### config.mk
export PLATFORM = sky130hd
export DESIGN_NAME = cbor_item_walker
export DESIGN_NICKNAME = d
export VERILOG_FILES = /design/src/rtl/cbw_pkg.sv /design/src/rtl/cbw_front.sv /design/src/rtl/cbw_back.sv /design/src/rtl/cbor_item_walker.sv
export SDC_FILE = /design/constraint.sdc
export NUM_CORES = 2
export LEC_CHECK = 0
export BUFFER_PORTS_ARGS = -buffer_cell sky130_fd_sc_hd__buf_2
export CAP_MARGIN = 25
export CORE_UTILIZATION = 55
export CTS_CLUSTER_SIZE = 40
export DETAILED_ROUTE_END_ITERATION = 7
export GPL_TIMING_DRIVEN = 0
export PLACE_DENSITY = 0.77
export SLEW_MARGIN = 25
export SYNTH_ARGS = -nofsm -noshare
export SYNTH_HDL_FRONTEND = slang
export SYNTH_SLANG_ARGS = --single-unit
### constraint.sdc
create_clock -name clk -period 18.6 [get_ports clk]
set_input_delay 3.72 -clock clk [delete_from_list [all_inputs] [get_ports clk]]
set_output_delay 3.72 -clock clk [all_outputs]
set_load 0.01 [all_outputs]
### src/rtl/cbw_pkg.sv
// ----------------------------------------------------------------------------
// CBOR item walker package
// Shared constants, codes and the classified byte record.
// ----------------------------------------------------------------------------
package cbw_pkg;

  localparam int MAX_DEPTH = 16;
  localparam int IDX_W     = $clog2(MAX_DEPTH);
  localparam int SP_W      = $clog2(MAX_DEPTH + 1);

  localparam logic [4:0] LIMIT_RESET = 5'd16;

  // Event kinds.
  localparam logic [1:0] EV_HEAD    = 2'd0;
  localparam logic [1:0] EV_BREAK   = 2'd1;
  localparam logic [1:0] EV_PAYLOAD = 2'd2;
  localparam logic [1:0] EV_ERROR   = 2'd3;

  // Error codes.
  localparam logic [2:0] ERR_NONE     = 3'd0;
  localparam logic [2:0] ERR_RESERVED = 3'd1;
  localparam logic [2:0] ERR_INDEF    = 3'd2;
  localparam logic [2:0] ERR_CHUNK    = 3'd3;
  localparam logic [2:0] ERR_DEPTH    = 3'd4;

  // Kinds of open container.
  localparam logic [2:0] KIND_DEF_ARRAY = 3'd0;
  localparam logic [2:0] KIND_DEF_MAP   = 3'd1;
  localparam logic [2:0] KIND_IND_ARRAY = 3'd2;
  localparam logic [2:0] KIND_IND_MAP   = 3'd3;
  localparam logic [2:0] KIND_IND_BYTES = 3'd4;
  localparam logic [2:0] KIND_IND_TEXT  = 3'd5;

  // Major types.
  localparam logic [2:0] MAJOR_UINT   = 3'd0;
  localparam logic [2:0] MAJOR_NINT   = 3'd1;
  localparam logic [2:0] MAJOR_BYTES  = 3'd2;
  localparam logic [2:0] MAJOR_TEXT   = 3'd3;
  localparam logic [2:0] MAJOR_ARRAY  = 3'd4;
  localparam logic [2:0] MAJOR_MAP    = 3'd5;
  localparam logic [2:0] MAJOR_TAG    = 3'd6;
  localparam logic [2:0] MAJOR_SIMPLE = 3'd7;

  // Minor codes.
  localparam logic [4:0] MINOR_ARG1   = 5'd24;
  localparam logic [4:0] MINOR_ARG8   = 5'd27;
  localparam logic [4:0] MINOR_INDEF  = 5'd31;

  localparam logic [7:0] BREAK_BYTE = 8'hFF;

  typedef struct packed {
    logic       restart;
    logic [7:0] data;
    logic [2:0] major;
    logic [4:0] minor;
    logic       is_break;
    logic       minor_rsv;
    logic       minor_indef;
    logic       minor_ext;
  } item_t;

endpackage

### src/rtl/cbw_front.sv
// ----------------------------------------------------------------------------
// CBOR item walker front end
// Accepts stream bytes, splits them into major and minor fields and holds
// them in a two-entry queue for the back end.
// ----------------------------------------------------------------------------
module cbw_front (
  input  logic           clk,
  input  logic           rst,
  input  logic           byte_valid,
  output logic           byte_stall,
  input  logic [7:0]     data_byte,
  input  logic           restart,
  output logic           item_valid,
  output cbw_pkg::item_t item,
  input  logic           item_pop
);

  cbw_pkg::item_t slots [2];
  cbw_pkg::item_t cls;
  logic [1:0]     count;
  logic           wr_ptr;
  logic           rd_ptr;
  logic           push;

  assign byte_stall = (count == 2'd2);
  assign push       = byte_valid && !byte_stall;
  assign item_valid = (count != 2'd0);
  assign item       = slots[rd_ptr];

  always_comb begin
    cls.restart     = restart;
    cls.data        = data_byte;
    cls.major       = data_byte[7:5];
    cls.minor       = data_byte[4:0];
    cls.is_break    = (data_byte == cbw_pkg::BREAK_BYTE);
    cls.minor_indef = (data_byte[4:0] == cbw_pkg::MINOR_INDEF);
    cls.minor_rsv   = (data_byte[4:0] > cbw_pkg::MINOR_ARG8) &&
                      (data_byte[4:0] < cbw_pkg::MINOR_INDEF);
    cls.minor_ext   = (data_byte[4:0] >= cbw_pkg::MINOR_ARG1) &&
                      (data_byte[4:0] <= cbw_pkg::MINOR_ARG8);
  end

  always_ff @(posedge clk) begin
    if (push) begin
      slots[wr_ptr] <= cls;
    end
  end

  always_ff @(posedge clk) begin
    if (rst) begin
      count  <= 2'd0;
      wr_ptr <= 1'b0;
      rd_ptr <= 1'b0;
    end else begin
      if (push) begin
        wr_ptr <= ~wr_ptr;
      end
      if (item_pop) begin
        rd_ptr <= ~rd_ptr;
      end
      unique case ({push, item_pop})
        2'b10:   count <= count + 2'd1;
        2'b01:   count <= count - 2'd1;
        default: count <= count;
      endcase
    end
  end

endmodule

### src/rtl/cbw_back.sv
// ----------------------------------------------------------------------------
// CBOR item walker back end
// Assembles heads, skips payloads, keeps the container stack and drives the
// event register. Finished stack levels are closed one at a time in S_FIN.
// ----------------------------------------------------------------------------
module cbw_back (
  input  logic           clk,
  input  logic           rst,
  input  logic [4:0]     limit,
  input  logic           item_valid,
  input  cbw_pkg::item_t item,
  output logic           item_pop,
  output logic           event_valid,
  input  logic           event_stall,
  output logic [1:0]     event_kind,
  output logic [2:0]     head_major,
  output logic [63:0]    arg_value,
  output logic           indefinite,
  output logic [4:0]     nest_depth,
  output logic           top_done,
  output logic [2:0]     error_code
);

  typedef enum logic [1:0] {S_IDLE, S_FIN, S_EMIT} state_t;

  state_t state;
  state_t state_next;

  logic [63:0] level_rem  [cbw_pkg::MAX_DEPTH];
  logic [2:0]  level_kind [cbw_pkg::MAX_DEPTH];

  logic [cbw_pkg::SP_W-1:0] sp;
  logic [1:0]  phase;
  logic [3:0]  arg_left;
  logic [63:0] accum;
  logic [63:0] payload;
  logic [2:0]  sticky;
  logic [2:0]  head_type;

  logic [1:0]  ev_kind;
  logic [2:0]  ev_major;
  logic [63:0] ev_arg;
  logic        ev_ind;
  logic [4:0]  ev_depth;
  logic        ev_top;
  logic [2:0]  ev_err;

  // Values after a restart has been applied.
  logic [cbw_pkg::SP_W-1:0] sp_e;
  logic [cbw_pkg::SP_W-1:0] sp_dec;
  logic [cbw_pkg::IDX_W-1:0] top_idx;
  logic [cbw_pkg::IDX_W-1:0] push_idx;
  logic [1:0]  phase_e;
  logic [3:0]  left_e;
  logic [3:0]  left_dec;
  logic [63:0] payload_e;
  logic [63:0] payload_dec;
  logic [2:0]  sticky_e;
  logic [2:0]  top_kind;
  logic        in_str;
  logic        top_ind;
  logic        full;
  logic [63:0] acc_shift;
  logic [2:0]  want;

  logic [cbw_pkg::SP_W-1:0] sp_next;
  logic [1:0]  phase_next;
  logic [3:0]  left_next;
  logic [63:0] accum_next;
  logic [63:0] payload_next;
  logic [2:0]  sticky_next;
  logic [2:0]  type_next;
  logic        push_en;
  logic [2:0]  push_kind;
  logic [63:0] push_rem;
  logic [1:0]  ev_kind_next;
  logic [2:0]  ev_major_next;
  logic [63:0] ev_arg_next;
  logic        ev_ind_next;
  logic [2:0]  ev_err_next;
  logic        hd_req;
  logic [63:0] hd_arg;
  logic [2:0]  hd_major;

  logic [cbw_pkg::IDX_W-1:0] fin_idx;
  logic [63:0] fin_dec;
  logic        out_free;

  assign item_pop = item_valid && (state == S_IDLE);
  assign out_free = !event_valid || !event_stall;

  assign sp_e      = item.restart ? '0 : sp;
  assign phase_e   = item.restart ? 2'd0 : phase;
  assign left_e    = item.restart ? 4'd0 : arg_left;
  assign payload_e = item.restart ? 64'd0 : payload;
  assign sticky_e  = item.restart ? cbw_pkg::ERR_NONE : sticky;

  assign sp_dec   = sp_e - cbw_pkg::SP_W'(1);
  assign top_idx  = sp_dec[cbw_pkg::IDX_W-1:0];
  assign push_idx = sp_e[cbw_pkg::IDX_W-1:0];
  assign top_kind = level_kind[top_idx];
  assign in_str   = (sp_e != '0) && (top_kind >= cbw_pkg::KIND_IND_BYTES);
  assign top_ind  = (sp_e != '0) && (top_kind >= cbw_pkg::KIND_IND_ARRAY);
  assign full     = (int'(sp_e) >= int'(limit)) || (int'(sp_e) >= cbw_pkg::MAX_DEPTH);
  assign want     = (top_kind == cbw_pkg::KIND_IND_BYTES) ? cbw_pkg::MAJOR_BYTES
                                                          : cbw_pkg::MAJOR_TEXT;
  assign acc_shift   = {accum[55:0], item.data};
  assign left_dec    = (left_e != 4'd0) ? left_e - 4'd1 : 4'd0;
  assign payload_dec = (payload_e != 64'd0) ? payload_e - 64'd1 : 64'd0;

  assign fin_idx = 
    cbw_pkg::IDX_W'(sp - cbw_pkg::SP_W'(1));
  assign fin_dec = (level_rem[fin_idx] != 64'd0) ? level_rem[fin_idx] - 64'd1 : 64'd0;

  always_comb begin
    sp_next       = sp_e;
    phase_next    = phase_e;
    left_next     = left_e;
    accum_next    = accum;
    payload_next  = payload_e;
    sticky_next   = sticky_e;
    type_next     = head_type;
    push_en       = 1'b0;
    push_kind     = cbw_pkg::KIND_DEF_ARRAY;
    push_rem      = 64'd0;
    ev_kind_next  = cbw_pkg::EV_HEAD;
    ev_major_next = item.major;
    ev_arg_next   = 64'd0;
    ev_ind_next   = 1'b0;
    ev_err_next   = cbw_pkg::ERR_NONE;
    hd_req        = 1'b0;
    hd_arg        = 64'(item.minor);
    hd_major      = item.major;
    state_next    = S_IDLE;

    if (sticky_e != cbw_pkg::ERR_NONE) begin
      state_next = S_IDLE;
    end else if (phase_e == 2'd1) begin
      accum_next = acc_shift;
      left_next  = left_dec;
      if (left_dec == 4'd0) begin
        phase_next = 2'd0;
        hd_req     = 1'b1;
        hd_arg     = acc_shift;
        hd_major   = head_type;
      end
    end else if (phase_e == 2'd2) begin
      payload_next = payload_dec;
      if (payload_dec == 64'd0) begin
        phase_next    = 2'd0;
        ev_kind_next  = cbw_pkg::EV_PAYLOAD;
        ev_major_next = head_type;
        state_next    = in_str ? S_EMIT : S_FIN;
      end
    end else begin
      type_next = item.major;
      if (item.is_break) begin
        ev_major_next = cbw_pkg::MAJOR_SIMPLE;
        ev_ind_next   = 1'b1;
        state_next    = S_FIN;
        if (top_ind) begin
          sp_next      = sp_dec;
          ev_kind_next = cbw_pkg::EV_BREAK;
        end
      end else if (in_str && item.minor_rsv) begin
        ev_err_next = cbw_pkg::ERR_RESERVED;
      end else if (in_str && ((item.major != want) || item.minor_indef)) begin
        ev_err_next = cbw_pkg::ERR_CHUNK;
      end else if (item.minor_rsv) begin
        ev_err_next = cbw_pkg::ERR_RESERVED;
      end else if (item.minor_indef) begin
        if ((item.major == cbw_pkg::MAJOR_UINT) || (item.major == cbw_pkg::MAJOR_NINT) ||
            (item.major == cbw_pkg::MAJOR_TAG)) begin
          ev_err_next = cbw_pkg::ERR_INDEF;
        end else if (full) begin
          ev_err_next = cbw_pkg::ERR_DEPTH;
        end else begin
          push_en = 1'b1;
          unique case (item.major)
            cbw_pkg::MAJOR_BYTES: push_kind = cbw_pkg::KIND_IND_BYTES;
            cbw_pkg::MAJOR_TEXT:  push_kind = cbw_pkg::KIND_IND_TEXT;
            cbw_pkg::MAJOR_ARRAY: push_kind = cbw_pkg::KIND_IND_ARRAY;
            default:              push_kind = cbw_pkg::KIND_IND_MAP;
          endcase
          sp_next     = sp_e + cbw_pkg::SP_W'(1);
          ev_ind_next = 1'b1;
          state_next  = S_EMIT;
        end
      end else if (item.minor_ext) begin
        phase_next = 2'd1;
        left_next  = 4'd1 << item.minor[1:0];
        accum_next = 64'd0;
      end else begin
        accum_next = 64'(item.minor);
        hd_req     = 1'b1;
      end
    end

    if (ev_err_next != cbw_pkg::ERR_NONE) begin
      sticky_next  = ev_err_next;
      ev_kind_next = cbw_pkg::EV_ERROR;
      state_next   = S_EMIT;
    end

    if (hd_req) begin
      ev_major_next = hd_major;
      ev_arg_next   = hd_arg;
      unique case (hd_major)
        cbw_pkg::MAJOR_BYTES, cbw_pkg::MAJOR_TEXT: begin
          if (hd_arg == 64'd0) begin
            state_next = in_str ? S_EMIT : S_FIN;
          end else begin
            payload_next = hd_arg;
            phase_next   = 2'd2;
            state_next   = S_EMIT;
          end
        end
        cbw_pkg::MAJOR_ARRAY, cbw_pkg::MAJOR_MAP: begin
          if (hd_arg == 64'd0) begin
            state_next = S_FIN;
          end else if (full) begin
            ev_arg_next  = 64'd0;
            ev_err_next  = cbw_pkg::ERR_DEPTH;
            sticky_next  = cbw_pkg::ERR_DEPTH;
            ev_kind_next = cbw_pkg::EV_ERROR;
            state_next   = S_EMIT;
          end else begin
            push_en = 1'b1;
            sp_next = sp_e + cbw_pkg::SP_W'(1);
            if (hd_major == cbw_pkg::MAJOR_MAP) begin
              push_kind = cbw_pkg::KIND_DEF_MAP;
              // A doubled pair count that overflows saturates.
              push_rem  = hd_arg[63] ? '1 : {hd_arg[62:0], 1'b0};
            end else begin
              push_kind = cbw_pkg::KIND_DEF_ARRAY;
              push_rem  = hd_arg;
            end
            state_next = S_EMIT;
          end
        end
        cbw_pkg::MAJOR_TAG: state_next = S_EMIT;
        default:            state_next = S_FIN;
      endcase
    end
  end

  always_ff @(posedge clk) begin
    if (rst) begin
      state       <= S_IDLE;
      sp          <= '0;
      phase       <= 2'd0;
      arg_left    <= 4'd0;
      accum       <= 64'd0;
      payload     <= 64'd0;
      sticky      <= cbw_pkg::ERR_NONE;
      head_type   <= 3'd0;
      event_valid <= 1'b0;
    end else begin
      if ((state == S_EMIT) && out_free) begin
        event_valid <= 1'b1;
      end else if (event_valid && !event_stall) begin
        event_valid <= 1'b0;
      end
      unique case (state)
        S_IDLE: begin
          if (item_pop) begin
            sp        <= sp_next;
            phase     <= phase_next;
            arg_left  <= left_next;
            accum     <= accum_next;
            payload   <= payload_next;
            sticky    <= sticky_next;
            head_type <= type_next;
            if (push_en) begin
              level_kind[push_idx] <= push_kind;
              level_rem[push_idx]  <= push_rem;
            end
            ev_kind  <= ev_kind_next;
            ev_major <= ev_major_next;
            ev_arg   <= ev_arg_next;
            ev_ind   <= ev_ind_next;
            ev_depth <= 5'(sp_e);
            ev_top   <= 1'b0;
            ev_err   <= ev_err_next;
            state    <= state_next;
          end
        end
        S_FIN: begin
          // Each cycle counts the item against one level and closes it if done.
          if (sp == '0) begin
            ev_top <= 1'b1;
            state  <= S_EMIT;
          end else if (level_kind[fin_idx] >= cbw_pkg::KIND_IND_ARRAY) begin
            state <= S_EMIT;
          end else begin
            level_rem[fin_idx] <= fin_dec;
            if (fin_dec != 64'd0) begin
              state <= S_EMIT;
            end else begin
              sp <= sp - cbw_pkg::SP_W'(1);
            end
          end
        end
        S_EMIT: begin
          if (out_free) begin
            event_kind  <= ev_kind;
            head_major  <= ev_major;
            arg_value   <= ev_arg;
            indefinite  <= ev_ind;
            nest_depth  <= ev_depth;
            top_done    <= ev_top;
            error_code  <= ev_err;
            state       <= S_IDLE;
          end
        end
        default: state <= S_IDLE;
      endcase
    end
  end

endmodule

### src/rtl/cbor_item_walker.sv
// ----------------------------------------------------------------------------
// CBOR item walker
// Walks a CBOR byte stream and reports heads, breaks, payload ends and errors.
// ----------------------------------------------------------------------------
// Bytes enter on data_byte with restart, under byte_valid and byte_stall; a
// byte is taken when byte_valid is high and byte_stall is low. Restart clears
// the container stack, the parse phase and any sticky error before the byte.
// Events leave on event_valid and event_stall with one field per port. Bytes
// that carry argument or payload data give no event until the last of them.
// The depth limit is written through cfg_valid, cfg_ready and depth_limit;
// cfg_ready is always high and writes belong in idle periods.
// A byte passes through the two-entry input queue, the decoder and the event
// register in that order. Bytes that give no event are decoded one per cycle
// while the decoder is idle; a byte that gives an event holds the decoder
// until the event register takes the event. A break or an event that
// finishes an item first passes through the level counter, which closes
// finished stack levels one at a time, and the bytes behind it wait in the
// queue.
// While the receiver stalls, the event register holds, the decoder waits for
// it and the input queue fills and then raises byte_stall.
// Reset empties the queue and the stack and sets the depth limit to 16.
// ----------------------------------------------------------------------------
module cbor_item_walker (
  input  logic        clk,
  input  logic        rst,
  input  logic        byte_valid,
  output logic        byte_stall,
  input  logic [7:0]  data_byte,
  input  logic        restart,
  output logic        event_valid,
  input  logic        event_stall,
  output logic [1:0]  event_kind,
  output logic [2:0]  head_major,
  output logic [63:0] arg_value,
  output logic        indefinite,
  output logic [4:0]  nest_depth,
  output logic        top_done,
  output logic [2:0]  error_code,
  input  logic        cfg_valid,
  output logic        cfg_ready,
  input  logic [4:0]  depth_limit
);

  logic           limit;
  logic [4:0]     limit_reg;
  logic           item_valid;
  logic           item_pop;
  cbw_pkg::item_t item;

  assign cfg_ready = 1'b1;
  assign limit     = cfg_valid && cfg_ready;

  always_ff @(posedge clk) begin
    if (rst) begin
      limit_reg <= cbw_pkg::LIMIT_RESET;
    end else if (limit) begin
      limit_reg <= depth_limit;
    end
  end

  cbw_front u_front (
    .clk        (clk),
    .rst        (rst),
    .byte_valid (byte_valid),
    .byte_stall (byte_stall),
    .data_byte  (data_byte),
    .restart    (restart),
    .item_valid (item_valid),
    .item       (item),
    .item_pop   (item_pop)
  );

  cbw_back u_back (
    .clk         (clk),
    .rst         (rst),
    .limit       (limit_reg),
    .item_valid  (item_valid),
    .item        (item),
    .item_pop    (item_pop),
    .event_valid (event_valid),
    .event_stall (event_stall),
    .event_kind  (event_kind),
    .head_major  (head_major),
    .arg_value   (arg_value),
    .indefinite  (indefinite),
    .nest_depth  (nest_depth),
    .top_done    (top_done),
    .error_code  (error_code)
  );

endmodule

==> results.sh <==
export IMPL_use_met3_pct=9.62
export IMPL_post_place_ws_ns=4.80
export IMPL_antenna_found_initial=17
export IMPL_synth_avg_cell_area_um2=14.5
export IMPL_ys_top_cells_by_area="edfxtp_1, mux4_2, dfxtp_1"
export IMPL_portBuffers=97
export IMPL_slowest_delay_ns=0.94
export IMPL_violations="DRC"
export IMPL_area_growth_syn_to_layout_pct=16.0
export IMPL_crit_type="reg2reg"
export IMPL_required_ns=19.13
export IMPL_synthFlopType="edfxtp_1"
export IMPL_synth_top_area_cell="edfxtp_1"
export IMPL_cts_tree="built"
export IMPL_r2r_slack_ns=3.89
export IMPL_relSlewSlack_pct=14.2
export IMPL_critPathLaunchType="flip-flop"
export IMPL_mostFrequentLayoutCells="edfxtp_1, nor2_1, nand2_1"
export IMPL_p_sw_share_pct=41.1
export IMPL_p_per_area_nw_per_um2=156
export IMPL_clockPowerShare_pct=25.1
export IMPL_async_flop_share_pct=0
export IMPL_ant_nets=0
export IMPL_largest_reg_flops=1024
export IMPL_ys_types=91
export IMPL_design_die_area_um2=114000
export IMPL_leakage_nw=25.3
export IMPL_synth_warning_count=0
export IMPL_dp_cells=5950
export IMPL_root_buffer="clkbuf_16"
export IMPL_post_cts_buffers=0
export IMPL_grt_use_total_pct=37.3
export IMPL_ctsHoldBuffers=0
export IMPL_seq_area_frac_synth_pct=65.8
export IMPL_cap_violations=0
export IMPL_worstPathMaxFanout=18
export IMPL_max_vdd_ir_drop_mv=0.0898
export IMPL_fin_crit_sh_pct=79.1
export IMPL_p_int_mw=6.60
export IMPL_fmax_mhz=68.0
export IMPL_drive_above_1_share_pct=19.1
export IMPL_grt_pass1_wl_um=299000
export IMPL_initial_core_util_pct=55.7
export IMPL_rsz0062_at_grt="no"
export IMPL_report_final_hold_viol_count=0
export IMPL_grt_max_degree=23
export IMPL_syn_num_nets=4288
export IMPL_final_cell_count_no_fill=6225
export IMPL_cts_sinks=1406
export IMPL_die_width_um=337
export IMPL_gp_congestion=1.05
export IMPL_synth_edf_count=1256
export IMPL_reg2reg_depth=32
export IMPL_worstMarginPinSlew_ns=1.26
export IMPL_cts_buffers=143
export IMPL_clk_pin_slew_ns=0.06
export IMPL_clock_skew_ns=0.0373
export IMPL_finalWorstSetupSlack_ns=3.89
export IMPL_nets=4646
export IMPL_drv_slew=0
export IMPL_status="finished with violations"
export IMPL_comb_power_share_pct=41.6
export IMPL_die_height_um=337
export IMPL_worstHoldPathCells=0
export IMPL_fill_cells=7786
export IMPL_num_io_pins=101
export IMPL_min_path_type="reg2reg"
export IMPL_min_period_ns=14.71
export IMPL_rows=122
export IMPL_drcViolationCount=4
export IMPL_end_kind="flip-flop"
export IMPL_dr_first_iter_drc_count=7347
export IMPL_num_vias=44100
export IMPL_final_common_cell="edfxtp_1"
export IMPL_largest_register="u_back.level_rem"
export IMPL_reg2reg_to="u_back.level_rem[6][27]"
export IMPL_seqPwrFrac_pct=33.3
export IMPL_synth_top_area_share_pct=61.0
export IMPL_clockBufferDepth=3
export IMPL_cpMaxStageDelayCell="clkbuf_1"
export IMPL_grt_pass1_vias=42300
export IMPL_wl_per_cell_um=34.1
export IMPL_p_total_mw=11.2
export IMPL_synthCells=4251
export IMPL_met1_usage_pct=48.3
export IMPL_wl_um=212000
export IMPL_dr_pass1_iters=8
export IMPL_cts_max_level=4
export IMPL_viasPerCell=7.09
export IMPL_crit_path_frequent_cell="clkbuf_1"
export IMPL_setup_viol=0
export IMPL_clkLatencyLatePin_ns=0.79
export IMPL_busiest_layer="met2"
export IMPL_synth_seq_cells=1406
export IMPL_post_cts_resize_count=0
export IMPL_synth_area_um2=61800
export IMPL_grt_remaining_overflow=0
export IMPL_dp_hpwl_um=145000
export IMPL_cp_arrival_ns=15.24
export IMPL_coreArea_um2=111000
export IMPL_worstHoldStart="u_back.ev_arg[56]"
export IMPL_whs_endpoint="u_back.arg_value[56]"
export IMPL_use_met2_pct=56.5
export IMPL_power_switching_mw=4.60
-- cells by family (layout without fill, tap and decap cells) --
logic type                 count (synthesis)  count (layout)  share of synthesized area, %
DFF                                     1406            1406                          65.8
and+or+nand+nor                         1266            1266                          10.2
AOI/OAI and AO/OA                        685             685                          7.48
muxes                                    460             460                          12.5
buffers and inverters                    331             800                          2.41
xor gates and xnor gates                  84              84                          1.23
adders and majority gates                 18              18                         0.364
other                                      1              18                       0.00606
-- through the flow --
stage | util, % | setup TNS [ns] | area, um2 | hold slack, ns
after floorplan | - | 0 | 61800 | 0.400
after global placement | 57.8 | -1422.17 | 64200 | 0.402
after detailed placement | 60.4 | 0 | 67100 | 0.405
after CTS | 64.5 | 0 | 71700 | 0.407
after global routing | 64.5 | 0 | 71700 | 0.412
final | 64.6 | 0 | 71800 | 0.406
-- synthesized netlist by cell type, types with 43 or more instances --
cell type and count:
a21oi_1 126, a221oi_1 53, a22oi_1 58, and2_1 77, buf_2 43, clkbuf_1 183
dfxtp_1 150, edfxtp_1 1256, mux2i_1 185, mux4_2 248, nand2_1 256, nand3_1 97
nor2_1 367, nor3_1 184, nor4_1 48, o21ai_0 156, o32ai_1 44, or3_1 50
-- area by class of cell --
type	instances	area, um2	area share, %
clock buffers	174	3750	5.22
clock inverters	82	785	1.09
repair buffers	213	2650	3.70
flip-flops and latches	1406	40700	56.7
diodes	17	42.5	0.0593
plain buffers	290	1340	1.87
multi-input cells	2514	20500	28.5
inverters	41	154	0.214
well taps	1488	1860	2.59
-- power groups by stage --
| stage | Sequential (mW) | Combinational, mW | Clock, mW |
|---|---|---|---|
| 2_1_floorplan | 3.77 | 2.79 | 0 |
| 3_3_place_gp | 3.81 | 4.27 | 0 |
| 3_5_place_dp | 3.79 | 4.41 | 0 |
| 4_1_cts | 3.73 | 4.45 | 2.81 |
| 5_1_grt | 3.74 | 4.79 | 2.93 |
| 6_report | 3.73 | 4.66 | 2.81 |
-- routing by layer --
| layer | part of all wire (%) | wire [um] |
|---|---|---|
| met4 | 7.6 | 16200 |
| met2 | 44 | 94300 |
| met3 | 13 | 28000 |
| met5 | 0.050 | 107 |
| met1 | 35 | 73900 |
-- worst max-delay path, delay by kind of cell, from the launching register on --
family,cells,cell delay (ns)
xor gates and xnor gates,1,0.12
muxes,3,1.23
DFF,1,0.30
and+or+nand+nor,6,1.80
AOI/OAI and AO/OA,4,2.42
adders and majority gates,1,0.23
buffers and inverters,17,8.25
-- how the worst max path moves through the flow --
stage,slack (ns),startpoint,end,cells past startpoint
2_1_floorplan,6.77,rst,u_back.level_rem[14][0],6
3_3_place_gp,-1.75,flip-flop,u_back.level_rem[14][21],27
3_5_place_dp,4.80,flip-flop,u_back.level_rem[6][21],32
4_1_cts,4.75,flip-flop,u_back.level_rem[6][27],32
5_1_grt,4.11,flip-flop,u_back.level_rem[6][27],32
6_report,3.89,flip-flop,u_back.level_rem[6][27],32
Power figures use the tool's default switching activity.
